--- src/hw/rtl/mse_pkg.sv ---
// shared types, sizes and status codes of the merge sort engine
`default_nettype none

package mse_pkg;

    localparam int DEPTH  = 1024;
    localparam int DATA_W = 32;
    localparam int ADDR_W = (DEPTH > 1) ? $clog2(DEPTH) : 1;
    localparam int CNT_W  = $clog2(DEPTH + 1);
    localparam int SUM_W  = CNT_W + 2;

    localparam logic [1:0] ST_OK    = 2'd0;
    localparam logic [1:0] ST_EMPTY = 2'd1;
    localparam logic [1:0] ST_FULL  = 2'd2;

    typedef struct packed {
        logic                     op;
        logic signed [DATA_W-1:0] value;
        logic                     last;
    } mse_in_t;

    typedef struct packed {
        logic signed [DATA_W-1:0] sorted_value;
        logic                     is_last;
        logic [1:0]               status;
    } mse_out_t;

    typedef struct packed {
        logic              we;
        logic [ADDR_W-1:0] waddr;
        logic [DATA_W-1:0] wdata;
        logic [ADDR_W-1:0] raddr_a;
        logic [ADDR_W-1:0] raddr_b;
    } mse_mem_req_t;

    typedef struct packed {
        logic busy;
        logic done;
        logic bank;
    } mse_srt_stat_t;

endpackage

`default_nettype wire

--- src/hw/rtl/mse_sorter.sv ---
// bottom-up merge sequencer sharing one compare unit, ping-ponging between two banks
`default_nettype none

module mse_sorter (
    input  logic                         aclk,
    input  logic                         aresetn,
    input  logic                         start,
    input  logic [mse_pkg::CNT_W-1:0]    count,
    input  logic [mse_pkg::DATA_W-1:0]   rdata0_a,
    input  logic [mse_pkg::DATA_W-1:0]   rdata0_b,
    input  logic [mse_pkg::DATA_W-1:0]   rdata1_a,
    input  logic [mse_pkg::DATA_W-1:0]   rdata1_b,
    output mse_pkg::mse_mem_req_t        req0,
    output mse_pkg::mse_mem_req_t        req1,
    output mse_pkg::mse_srt_stat_t       stat
);
    import mse_pkg::*;

    typedef enum logic [1:0] {SR_IDLE, SR_SETUP, SR_READ, SR_MERGE} srt_state_t;

    srt_state_t        state_reg;
    logic [SUM_W-1:0]  n_reg, w_reg, lo_reg, mid_reg, hi_reg, i_reg, j_reg, k_reg;
    logic              src_reg;
    logic              done_reg;

    logic [SUM_W-1:0]  lo_w, lo_2w, mid_c, hi_c;
    logic [DATA_W-1:0] data_a, data_b, win;
    logic              take_right, merging;
    mse_mem_req_t      rd_req, wr_req;

    assign lo_w  = lo_reg + w_reg;
    assign lo_2w = lo_reg + {w_reg[SUM_W-2:0], 1'b0};
    assign mid_c = (lo_w < n_reg) ? lo_w : n_reg;
    assign hi_c  = (lo_2w < n_reg) ? lo_2w : n_reg;

    assign data_a = src_reg ? rdata1_a : rdata0_a;
    assign data_b = src_reg ? rdata1_b : rdata0_b;

    // right run wins only on strictly smaller, left run on ties
    assign take_right = (j_reg < hi_reg) &&
                        ((i_reg >= mid_reg) || ($signed(data_b) < $signed(data_a)));
    assign win     = take_right ? data_b : data_a;
    assign merging = (state_reg == SR_MERGE);

    always_comb begin
        rd_req = '{we: 1'b0, waddr: '0, wdata: '0,
                   raddr_a: i_reg[ADDR_W-1:0], raddr_b: j_reg[ADDR_W-1:0]};
        wr_req = '{we: merging, waddr: k_reg[ADDR_W-1:0], wdata: win,
                   raddr_a: i_reg[ADDR_W-1:0], raddr_b: j_reg[ADDR_W-1:0]};
        req0 = src_reg ? wr_req : rd_req;
        req1 = src_reg ? rd_req : wr_req;
    end

    assign stat = '{busy: (state_reg != SR_IDLE), done: done_reg, bank: src_reg};

    always_ff @(posedge aclk) begin
        if (!aresetn) begin
            state_reg <= SR_IDLE;
            done_reg  <= 1'b0;
            src_reg   <= 1'b0;
        end else begin
            done_reg <= 1'b0;
            case (state_reg)
                SR_IDLE: begin
                    if (start) begin
                        n_reg     <= SUM_W'(count);
                        w_reg     <= SUM_W'(1);
                        lo_reg    <= '0;
                        src_reg   <= 1'b0;
                        state_reg <= SR_SETUP;
                    end
                end
                SR_SETUP: begin
                    if (w_reg >= n_reg) begin
                        done_reg  <= 1'b1;
                        state_reg <= SR_IDLE;
                    end else if (lo_reg >= n_reg) begin
                        // pass finished: double the run width and swap banks
                        w_reg   <= {w_reg[SUM_W-2:0], 1'b0};
                        lo_reg  <= '0;
                        src_reg <= ~src_reg;
                    end else begin
                        mid_reg   <= mid_c;
                        hi_reg    <= hi_c;
                        i_reg     <= lo_reg;
                        j_reg     <= mid_c;
                        k_reg     <= lo_reg;
                        state_reg <= SR_READ;
                    end
                end
                SR_READ: begin
                    state_reg <= SR_MERGE;
                end
                SR_MERGE: begin
                    if (take_right) begin
                        j_reg <= j_reg + SUM_W'(1);
                    end else begin
                        i_reg <= i_reg + SUM_W'(1);
                    end
                    k_reg <= k_reg + SUM_W'(1);
                    if (k_reg + SUM_W'(1) == hi_reg) begin
                        lo_reg    <= hi_reg;
                        state_reg <= SR_SETUP;
                    end else begin
                        state_reg <= SR_READ;
                    end
                end
                default: begin
                    state_reg <= SR_IDLE;
                end
            endcase
        end
    end

endmodule

`default_nettype wire

--- config.mk ---
export PLATFORM = sky130hd
export DESIGN_NAME = mse_sorter
export DESIGN_NICKNAME = d
export VERILOG_FILES = /design/src/hw/rtl/mse_pkg.sv /design/src/hw/rtl/mse_sorter.sv
export SDC_FILE = /design/constraint.sdc
export NUM_CORES = 1
export LEC_CHECK = 0
export ABC_CLOCK_PERIOD_IN_PS = 4750
export BUFFER_PORTS_ARGS = -buffer_cell sky130_fd_sc_hd__buf_4
export CORE_MARGIN = 10
export CORE_UTILIZATION = 38
export CTS_BUF_LIST = sky130_fd_sc_hd__clkbuf_8
export CTS_CLUSTER_DIAMETER = 120
export CTS_CLUSTER_SIZE = 10
export DETAILED_ROUTE_END_ITERATION = 12
export RECOVER_POWER = 25
export SETUP_SLACK_MARGIN = 0.3
export SYNTH_ARGS = -nofsm -noshare
export SYNTH_HDL_FRONTEND = slang
export SYNTH_SLANG_ARGS = --single-unit
--- constraint.sdc ---
create_clock -name aclk -period 4.75 [get_ports aclk]
set_input_delay 0.2375 -clock aclk [delete_from_list [all_inputs] [get_ports aclk]]
set_output_delay 0.2375 -clock aclk [all_outputs]
set_load 0.05 [all_outputs]
[After elaboration in Yosys (flattened, before gate mapping)]
Index checks and enable logic that the tools add are counted.
Word-level totals
  bits in registers: 106
  input port bits: 142
  output and inout port bits: 129
  word-level logic and storage cells: 91
Cells by class
  add/subtract/negate cells: 5
  magnitude comparators: 7
  equal/unequal tests: 12
  mux-type cells: 35
  bitwise operators: 3
  reduce and logical (&&, ||, !) cells: 17
Operators by type and width (count)
  13-bit 2-to-1 mux: 14
  63-bit 2-to-1 mux: 2
  13-bit one-hot mux with 2 select lines: 4
  32-bit 2-to-1 mux: 3
  13-bit by 1-bit adder with 13-bit output, second input constant: 3
  13-bit one-hot mux with 3 select lines: 1
  32-bit < comparator: 1
  13-bit adder: 2
  13-bit by 11-bit >= comparator with 1-bit output: 2
  13-bit by 11-bit < comparator with 1-bit output: 2
  5-bit AND reduction: 3
  13-bit == test: 1
  13-bit >= comparator: 1
  13-bit < comparator: 1
  2-bit != test, second input constant: 6
  4-bit AND reduction: 3
  11-bit 2-to-1 mux: 1
  2-bit 2-to-1 mux: 4
  2-bit one-hot mux with 4 select lines: 1
  6-bit AND reduction: 1
  2-bit nonzero test: 3
  2-bit == test, second input constant: 2
  1-bit 2-to-1 mux: 4
  2-bit AND reduction: 2
  10 further kinds: 12

[Longest topological paths before layout]
Gate-level depths: netlist of the first run.
  depth after elaboration: 6
  mapped depth: 18
  mapped depth without buffers: 17

[Worst setup path after synthesis of the first run]
OpenSTA, ideal clock, no wires.
  path type: flip-flop to flip-flop
  from: reg src_reg
  to: reg i_reg[0] (enable)
  setup time: 401 ps
  arrival time: 3951 ps
  required time: 4349 ps
  setup slack: 398 ps
  cell stages (with the launch flop): 17
  path buffers: 5
  period minus slack after synthesis: 4352 ps
  cell sequence: dfxtp_1 buf_2 clkbuf_1 clkbuf_1 nand2_1 and2_1 ha_1 a21oi_1 o21ai_0 a221oi_1 nand4_1 a21oi_1 xnor2_1 o21a_1 clkbuf_1 buf_2 o21ai_0
On the way
  word-level cells in the longest chain between the ends: 6
  elaborated cells between the ends (all ways): 7
  those cells by class: order compare (1); eq/ne (1); mux (2); reduce/logical (3)
RTL lines
  start, declared: line mse_sorter.sv:23  | logic src_reg;
  start signal, assigned: line mse_sorter.sv:81  | src_reg <= ~src_reg;
  32-bit 2-to-1 mux (on tied branches): line mse_sorter.sv:37, mse_sorter.sv:36
  32-bit < comparator (*): line mse_sorter.sv:41  | ((i_reg >= mid_reg) || ($signed(data_b) < $signed(data_a)));
  1-bit logical OR (*): line mse_sorter.sv:41
  1-bit logical AND (*): line mse_sorter.sv:40  | assign take_right = (j_reg < hi_reg) &&
  2-bit != test (no line) (*)
  5-bit AND reduction (no line) (*)
  end signal, assigned: line mse_sorter.sv:85  | i_reg <= lo_reg;
  end signal, assigned: line mse_sorter.sv:98  | i_reg <= i_reg + SUM_W'(1);
  end, declared: line mse_sorter.sv:22  | logic [SUM_W-1:0] n_reg, w_reg, lo_reg, mid_reg, hi_reg, i_reg, j_reg, k_reg;
Mark *: on every way between the ends. The rest lies on a longest branch, timed or not.
A chain may end at the register's enable or synchronous reset.

==> results.sh, run 1 <==
export IMPL_tns_ps=0
export IMPL_seqPwrFrac=0.387
export IMPL_ys_top_cells_by_count="nand2_1, ha_1, edfxtp_1"
export IMPL_insertion_delay_ps=400
export IMPL_required_ps=4510
export IMPL_grt_max_degree=44
export IMPL_setup_violations=0
export IMPL_syn_avg_cell_area_sq_um=8.90
export IMPL_antenna_left=0
export IMPL_status="finished clean"
export IMPL_core_area_sq_um=27000
export IMPL_critPathKind="reg2out"
export IMPL_route_detailed_wl_per_inst_um=19.7
export IMPL_die_x_um=186
export IMPL_min_path_cells=1
export IMPL_cts_root_buffer="clkbuf_8"
export IMPL_die_y_um=186
export IMPL_p_int_mw=1.76
export IMPL_cts_tree="done"
export IMPL_power_mw=2.85
export IMPL_yosys_warnings=0
export IMPL_antenna_found_initial=1
export IMPL_yosysTopAreaCell="edfxtp_1"
export IMPL_period_needed_ps=4220
export IMPL_combPwrFrac=0.429
export IMPL_yosysTopAreaCellShare=0.293
export IMPL_met1_usage=0.240
export IMPL_drive_above_1_share=0.212
export IMPL_cp_start_kind="register"
export IMPL_met3_usage=0.0400
export IMPL_hold_slack_ps=41.5
export IMPL_hpwl_um=28600
export IMPL_max_freq_mhz=237
export IMPL_grt_ovfl_total=0
export IMPL_worstRegToRegCells=16
export IMPL_min_delay_start="count[6]"
export IMPL_die_area_sq_um=34600
export IMPL_grt_usage=0.189
export IMPL_final_net_count=1679
export IMPL_row_count=60
export IMPL_cts_buffers=9
export IMPL_drcViolationCount=0
export IMPL_clockBufferDepth=2
export IMPL_numPortBuffers=270
export IMPL_ys_ff_latch=106
export IMPL_power_density_nw_per_um2=224
export IMPL_vias=9215
export IMPL_end_kind="primary output"
export IMPL_cap_viol_max_count=0
export IMPL_htree_levels=3
export IMPL_irDropWorstVdd_mv=0.118
export IMPL_met2_usage=0.321
export IMPL_start_util=0.387
export IMPL_post_route_period_util=0.889
export IMPL_drtPass1Iterations=5
export IMPL_p_leak_nw=5.80
export IMPL_area_delta_synth_final_pct=21.9
export IMPL_holdPathEnd="n_reg[6]"
export IMPL_rrSetupSlack_ps=640
export IMPL_busiest_layer="met2"
export IMPL_grt_pass1_vias=8829
export IMPL_slew_headroom=0.124
export IMPL_synth_most_common_cell="nand2_1"
export IMPL_grt_pass1_wl_um=50700
export IMPL_synth_distinct_cells=72
export IMPL_synth_sequential_area_ratio=0.300
export IMPL_synth_cells=1175
export IMPL_drt_initial_drc_count=636
export IMPL_clkPwrFrac=0.183
export IMPL_rsz0062_at_grt="false"
export IMPL_fin_worst_skew_ps=16.8
export IMPL_ioPinCount=271
export IMPL_swShare=0.382
export IMPL_finalWeightedCongestion=0.893
export IMPL_regToRegStartpoint="lo_reg[0]"
export IMPL_rr_endpoint="j_reg[0]"
export IMPL_synth_ff_type="edfxtp_1"
export IMPL_arrival_ps=3980
export IMPL_synth_area_sq_um=10500
export IMPL_ys_async_sr_fraction=0
export IMPL_clkSinkCount=106
export IMPL_maxSlewViolCount=0
export IMPL_synth_area_top_cells="edfxtp_1, ha_1, mux2i_1"
export IMPL_power_switching_mw=1.09
export IMPL_hold_class="in2reg"
export IMPL_synth_edf_count=102
export IMPL_routed_wl_um=34700
export IMPL_cts_clk_slew_worst_paths_ps=100
export IMPL_via_per_inst=5.24
export IMPL_hold_violations=0
export IMPL_worst_path_max_fanout=18
export IMPL_tightest_slew_ps=1310
[layer usage]
layer  vias to the layer above  part of all wire
met5                         -                 0
met4                         0             0.015
met3                        23             0.065
met2                       250              0.49
met1                      4335              0.43
li1                       4607                 -
[worst max-delay path by stage]
stage / start / end / slack [ps]
global route: w_reg[5] / j_reg[2] / 290
floorplan: src_reg / i_reg[0] / 400
global placement: src_reg / req1[42] / 540
detailed placement: src_reg / req0[42] / 420
CTS: src_reg / req0[42] / 340
finish: src_reg / req0[42] / 530
[logic make-up after synthesis]
family                   Yosys count  synth area share
AND/OR/NAND/NOR                  461             0.222
AO/OA/AOI/OAI                    195             0.122
buffers and inverters            142            0.0709
adder cells (fa/ha/maj)          126             0.152
flip-flops                       106             0.300
multiplexers                      79            0.0779
XOR/XNOR                          65            0.0544
other                              1          0.000359
[per-stage QoR]
| step | std cells | cell area [sq um] | setup WS (ps) | utilization |
|---|---|---|---|---|
| 2_1_floorplan | 1178 | 10500 | 398 | - |
| 3_3_place_gp | 1722 | 12600 | 543 | 0.465 |
| 3_5_place_dp | 1722 | 12600 | 423 | 0.465 |
| 4_1_cts | 1741 | 12800 | 335 | 0.473 |
| 5_1_grt | 1758 | 12800 | 286 | 0.472 |
| 6_report | 1758 | 12800 | 528 | 0.472 |
[worst max-delay path, stage by stage (launching register included)]
cell	delay [ps]
dfxtp_4	420
buf_4	200
nand2b_1	200
and2_1	200
ha_1	300
nand4_1	130
nor3_2	320
o311ai_0	220
nand4_1	130
a21oi_1	70
xnor2_1	280
o21a_4	320
buf_12	220
mux2i_1	300
buf_4	260
[power by group through the flow]
stage | Combinational, mW | Sequential (mW) | Clock, mW
4_1_cts | 1.21 | 1.11 | 0.537
5_1_grt | 1.33 | 1.11 | 0.577
6_report | 1.23 | 1.11 | 0.522
2_1_floorplan | 0.838 | 1.11 | 0
3_5_place_dp | 1.19 | 1.13 | 0
3_3_place_gp | 1.19 | 1.13 | 0
[cells in the final DEF, fill, tap and decap left out, types with 5 or more instances in the layout]
cell and n:
buf_4 239, nand2_1 145, ha_1 124, edfxtp_1 102, nor2_1 69, nand2b_1 69, a21oi_1 66, mux2i_1 66
inv_1 56, and2_1 52, clkbuf_1 48, xnor2_1 43, nand3_1 38, o21ai_0 29, xor2_1 22, nor2b_1 19
nor3_1 15, nand4_1 15, and3_1 14, a21o_1 11, o21a_1 11, mux2_2 11, clkbuf_4 11, a31oi_1 9
clkbuf_8 9, a211oi_1 8, o21ai_1 8, nor4_1 7, o211ai_1 7, dlygate4sd3_1 7, a211o_1 5
[cell type report]
type / instances / area, sq um
multi-input cells: 930 / 6600
diodes: 1 / 2.50
fillers: 2650 / 14300
clock buffers: 9 / 124
repair buffers: 309 / 2200
flip-flops and latches: 106 / 3150
inverters: 55 / 206
well taps: 341 / 427
clock inverters: 7 / 46.3
[repair_timing]
action / 4_1_cts / 5_1_grt
setup buffers: 1 / 11
resized for setup: 1 / 1
hold endpoints to repair: 2 / 5
hold buffers: 2 / 5
endpoints found under the setup margin: 50 / 40
gates cloned: 0 / 0
Power figures use the tool's default switching activity.
==> run 2: changes to the inputs <==
CELL_PAD_IN_SITES_DETAIL_PLACEMENT = 0   (was unset)
CELL_PAD_IN_SITES_GLOBAL_PLACEMENT = 1   (was unset)
CORE_ASPECT_RATIO = 1.5   (was unset)
PLACE_DENSITY_LB_ADDON = 0.1   (was unset)
==> results.sh, run 2 (same netlist as run 1, synthesis figures left out) <==
export IMPL_status="finished clean"
export IMPL_slew_headroom=0.261
export IMPL_finalWeightedCongestion=0.905
export IMPL_placed_cells=1724
export IMPL_worst_path_max_fanout=23
export IMPL_routed_wl_um=38200
export IMPL_drive_above_1_share=0.210
export IMPL_rsz0062_at_grt="false"
export IMPL_final_cells=1754
export IMPL_wl_met2_um=20300
export IMPL_antenna_cells=0
export IMPL_vias=9386
export IMPL_tns_ps=0
export IMPL_required_ps=4510
export IMPL_seqPwrFrac=0.378
export IMPL_post_route_period_util=0.889
export IMPL_drcViolationCount=0
export IMPL_fill_cells=2784
export IMPL_hold_violations=0
export IMPL_drtPass1Iterations=5
export IMPL_met1_length_um=14500
export IMPL_irDropWorstVdd_mv=0.127
export IMPL_hold_class="in2reg"
export IMPL_clkSinkCount=106
export IMPL_grt_pass1_vias=9599
export IMPL_row_count=74
export IMPL_setup_violations=0
export IMPL_numPortBuffers=270
export IMPL_start_util=0.384
export IMPL_grt_usage=0.209
export IMPL_end_kind="primary output"
export IMPL_ioPinCount=271
export IMPL_combPwrFrac=0.435
export IMPL_fin_worst_skew_ps=20.6
export IMPL_multi_input_area_sq_um=6670
export IMPL_clkPwrFrac=0.187
export IMPL_grt_ovfl_total=0
export IMPL_area_delta_synth_final_pct=22.1
export IMPL_drt_initial_drc_count=438
export IMPL_final_common_cell="buf_4"
export IMPL_die_area_sq_um=34700
export IMPL_core_area_sq_um=27200
export IMPL_hpwl_um=31800
export IMPL_grt_pass1_wl_um=56500
export IMPL_insertion_delay_ps=410
export IMPL_die_y_um=223
export IMPL_maxSlewViolCount=0
export IMPL_cts_root_buffer="clkbuf_8"
export IMPL_power_density_nw_per_um2=229
export IMPL_grt_max_degree=56
export IMPL_route_detailed_wl_per_inst_um=21.8
export IMPL_seqCellArea_sq_um=3150
export IMPL_die_x_um=155
export IMPL_antenna_left=0
export IMPL_cts_clk_slew_worst_paths_ps=110
export IMPL_dr_wl_met3_um=2060
export IMPL_antenna_found_initial=0
export IMPL_critPathKind="reg2out"
export IMPL_cts_tree="done"
export IMPL_highest_layer="met4"
export IMPL_swShare=0.392
export IMPL_p_int_mw=1.78
export IMPL_cts_buffers=9
export IMPL_tightest_slew_ps=1100
export IMPL_max_freq_mhz=237
export IMPL_period_needed_ps=4220
export IMPL_via_per_inst=5.35
export IMPL_p_leak_nw=5.78
export IMPL_clockBufferDepth=2
export IMPL_cap_viol_max_count=0
export IMPL_layout_common_cells="buf_4, nand2_1, ha_1"
export IMPL_cp_start_kind="register"
export IMPL_arrival_ps=3990
export IMPL_final_net_count=1676
export IMPL_htree_levels=3
export IMPL_power_switching_mw=1.14
run 2: changes by cell type in the layout (fill, tap and decap cells not counted), sizes merged:
| cell | change |
|---|---|
| clkbuf | +7 |
| buf | -12 |
| o21a | +1 |
| diode | -1 |
| dlygate4sd3 | +1 |
| clkinv | -1 |
run 2: worst paths after layout:
kind,from,endpoint,slack (ps),depth (start not counted)
setup / recovery,src_reg,req0[40],530,14
hold / removal,count[8],n_reg[8],30,1
hold reg to reg,hi_reg[7],lo_reg[7],600,2
setup reg to reg,lo_reg[0],j_reg[2],600,17
run 2: area by class of cell:
type                            instances  area share
Clock buffer                            9     0.00970
Clock inverter                          6     0.00333
Inverter                               55      0.0162
Multi-Input combinational cell        931       0.522
Sequential cell                       106       0.246
Tap cell                              342      0.0335
Timing Repair Buffer                  305       0.169
run 2: per-layer routing:
layer | vias up | GRT usage
li1 | 4598 | -
met5 | - | 0
met2 | 313 | 0.396
met3 | 57 | 0.0329
met1 | 4418 | 0.222
met4 | 0 | 0.0844
run 2: timing repair:
action                                  4_1_cts  5_1_grt
gates resized for setup                       5        5
setup buffers                                 4        2
gates cloned                                  1        0
hold buffers                                  8        0
hold endpoints to repair                      8        0
pin swaps                                     0        1
endpoints found under the setup margin       57       50
run 2: stage by stage:
step           area (sq um)  hold WS [ps]  power (mW)  worst slack, ps   util
2_1_floorplan         10500           336        1.94              398      -
5_1_grt               12800          22.8        3.07              301  0.469
6_report              12800          29.2        2.92              527  0.469
3_3_place_gp          12600           416        2.35              324  0.463
4_1_cts               12900         0.649        2.93              297  0.475
3_5_place_dp          12600           418        2.36              331  0.463
run 2: worst max-delay path, stage by stage, from the launching register on:
cell	delay, ps
dfxtp_4	470
buf_4	270
nand2b_1	160
and2_1	150
ha_1	230
nand2_1	120
o21ai_0	120
a221oi_2	390
nand4_1	140
a21oi_1	250
xnor2_2	230
o21a_4	270
buf_12	210
mux2i_2	310
buf_4	250
run 2: power groups by stage:
stage / logic (mW) / clock network, mW / registers [mW]
global placement: 1.22 / 0 / 1.13
floorplan: 0.838 / 0 / 1.11
finish: 1.27 / 0.545 / 1.10
global route: 1.38 / 0.586 / 1.11
detailed placement: 1.23 / 0 / 1.13
CTS: 1.27 / 0.557 / 1.10
==> run 3: changes to the inputs <==
CTS_BUF_LIST = sky130_fd_sc_hd__clkbuf_4 sky130_fd_sc_hd__clkbuf_8 sky130_fd_sc_hd__clkbuf_16   (was sky130_fd_sc_hd__clkbuf_8)
==> results.sh, run 3 (same netlist as run 1, synthesis figures left out) <==
export IMPL_cp_start_kind="register"
export IMPL_seqPwrFrac=0.357
export IMPL_fin_worst_skew_ps=10.2
export IMPL_layout_common_cells="buf_4, nand2_1, ha_1"
export IMPL_min_path_cells=1
export IMPL_grt_usage=0.209
export IMPL_fin_ws_ps=525
export IMPL_post_route_period_util=0.890
export IMPL_regToRegStartpoint="lo_reg[0]"
export IMPL_tns_ps=0
export IMPL_grt_max_degree=56
export IMPL_max_freq_mhz=237
export IMPL_power_density_nw_per_um2=242
export IMPL_drive_above_1_share=0.210
export IMPL_antenna_left=0
export IMPL_p_int_mw=1.94
export IMPL_power_switching_mw=1.16
export IMPL_hold_violations=0
export IMPL_via_per_inst=5.34
export IMPL_hold_slack_ps=71.0
export IMPL_numPortBuffers=270
export IMPL_final_common_cell="buf_4"
export IMPL_cts_clk_slew_worst_paths_ps=80
export IMPL_ioPinCount=271
export IMPL_critPathKind="reg2out"
export IMPL_hpwl_um=31800
export IMPL_crit_path_cell_trace="buf_12, nand2b_1, and2_1, ha_1, and4_1, a221oi_1, nand4_1, a21oi_1, xnor2_2, o21a_4, buf_12, mux2i_2, buf_4"
export IMPL_rr_endpoint="j_reg[2]"
export IMPL_holdPathEnd="n_reg[6]"
export IMPL_tightest_slew_ps=1150
export IMPL_irDropWorstVdd_mv=0.166
export IMPL_arrival_ps=3990
export IMPL_startpoint="src_reg"
export IMPL_period_needed_ps=4230
export IMPL_path_buf_inv=3
export IMPL_die_y_um=223
export IMPL_grt_ovfl_total=0
export IMPL_worst_path_max_fanout=55
export IMPL_clockBufferDepth=2
export IMPL_maxSlewViolCount=0
export IMPL_routed_wl_um=38100
export IMPL_cts_root_buffer="clkbuf_16"
export IMPL_min_delay_start="count[6]"
export IMPL_route_detailed_wl_per_inst_um=21.8
export IMPL_pre_cts_ws_ps=331
export IMPL_cap_viol_max_count=0
export IMPL_cts_tree="done"
export IMPL_antenna_cells=0
export IMPL_drtPass1Iterations=5
export IMPL_start_util=0.384
export IMPL_required_ps=4510
export IMPL_power_mw=3.10
export IMPL_insertion_delay_ps=360
export IMPL_vias=9318
export IMPL_rrSetupSlack_ps=610
export IMPL_clkPwrFrac=0.236
export IMPL_combPwrFrac=0.408
export IMPL_clkSinkCount=106
export IMPL_path_delay_family="compound AO/OA/AOI/OAI gates"
export IMPL_die_x_um=155
export IMPL_max_stage_delay_ps=460
export IMPL_finalWeightedCongestion=0.905
export IMPL_htree_levels=3
export IMPL_area_delta_synth_final_pct=22.2
export IMPL_cpMostUsedCell="buf_12"
export IMPL_status="finished clean"
export IMPL_drcViolationCount=0
export IMPL_die_area_sq_um=34700
export IMPL_cts_buffers=9
export IMPL_row_count=74
export IMPL_hold_class="in2reg"
export IMPL_antenna_found_initial=0
export IMPL_end_kind="primary output"
export IMPL_worstRegToRegCells=17
export IMPL_grt_pass1_vias=9553
export IMPL_post_route_util=0.470
export IMPL_setup_violations=0
export IMPL_drt_initial_drc_count=461
export IMPL_core_area_sq_um=27200
export IMPL_swShare=0.374
export IMPL_p_leak_nw=5.79
export IMPL_final_net_count=1668
export IMPL_rsz0062_at_grt="false"
export IMPL_grt_pass1_wl_um=56400
export IMPL_worst_path_max_delay_cell="dfxtp_4"
export IMPL_slew_headroom=0.227
run 3: cell types whose count changed in the layout (fill, tap and decap cells not counted), sizes merged:
cell | before | now
dlygate4sd3 | 8 | 0
run 3: through the flow:
stage,instance area [sq um],cells
2_1_floorplan,10500,1178
3_3_place_gp,12600,1724
3_5_place_dp,12600,1724
4_1_cts,12900,1744
5_1_grt,12800,1746
6_report,12800,1746
run 3: cell type report:
type                       count  area (sq um)
fill                        2773         14400
clock buffer                   9           225
inverter                      55           206
timing repair buffer         297          2080
clock inverter                 6          42.5
multi-input combinational    931          6660
tap                          342           428
sequential                   106          3150
run 3: repair_timing:
action,in CTS,in global routing
gates resized for setup,4,5
endpoints found under the setup margin,47,19
pin swaps,0,1
hold buffers,0,0
setup buffers,4,2
cloned,1,0
run 3: power groups by stage:
stage	clock, mW	combinational [mW]	sequential (mW)
after floorplan	0	0.838	1.11
after global placement	0	1.22	1.13
after detailed placement	0	1.23	1.13
after CTS	0.744	1.26	1.10
after global routing	0.773	1.37	1.11
final	0.729	1.26	1.10
run 3: worst max path at each step:
stage,to,slack [ps],cells after the start
2_1_floorplan,i_reg[0],400,16
3_3_place_gp,req0[40],320,14
3_5_place_dp,req0[40],330,14
4_1_cts,req1[26],300,14
5_1_grt,j_reg[2],310,17
6_report,req0[40],520,13
run 3: worst register-to-register path, cell delays in order, from the launching register on:
cell	delay [ps]
edfxtp_1	440
ha_1	250
inv_1	80
fa_1	240
nor2b_4	50
o21ai_2	150
nand2b_2	140
a21o_2	230
a21oi_1	170
xnor2_1	180
ha_1	290
a21oi_1	140
nor2_1	60
a2111oi_0	420
nor2_1	140
a211o_1	490
o21ai_0	300
a31oi_1	110
run 3: per-layer routing:
layer  up-vias  share of wire  track usage
met4         0          0.032       0.0729
li1       4575              -            -
met2       272           0.53        0.398
met3        48          0.052       0.0347
met5         -              0            0
met1      4423           0.38        0.221
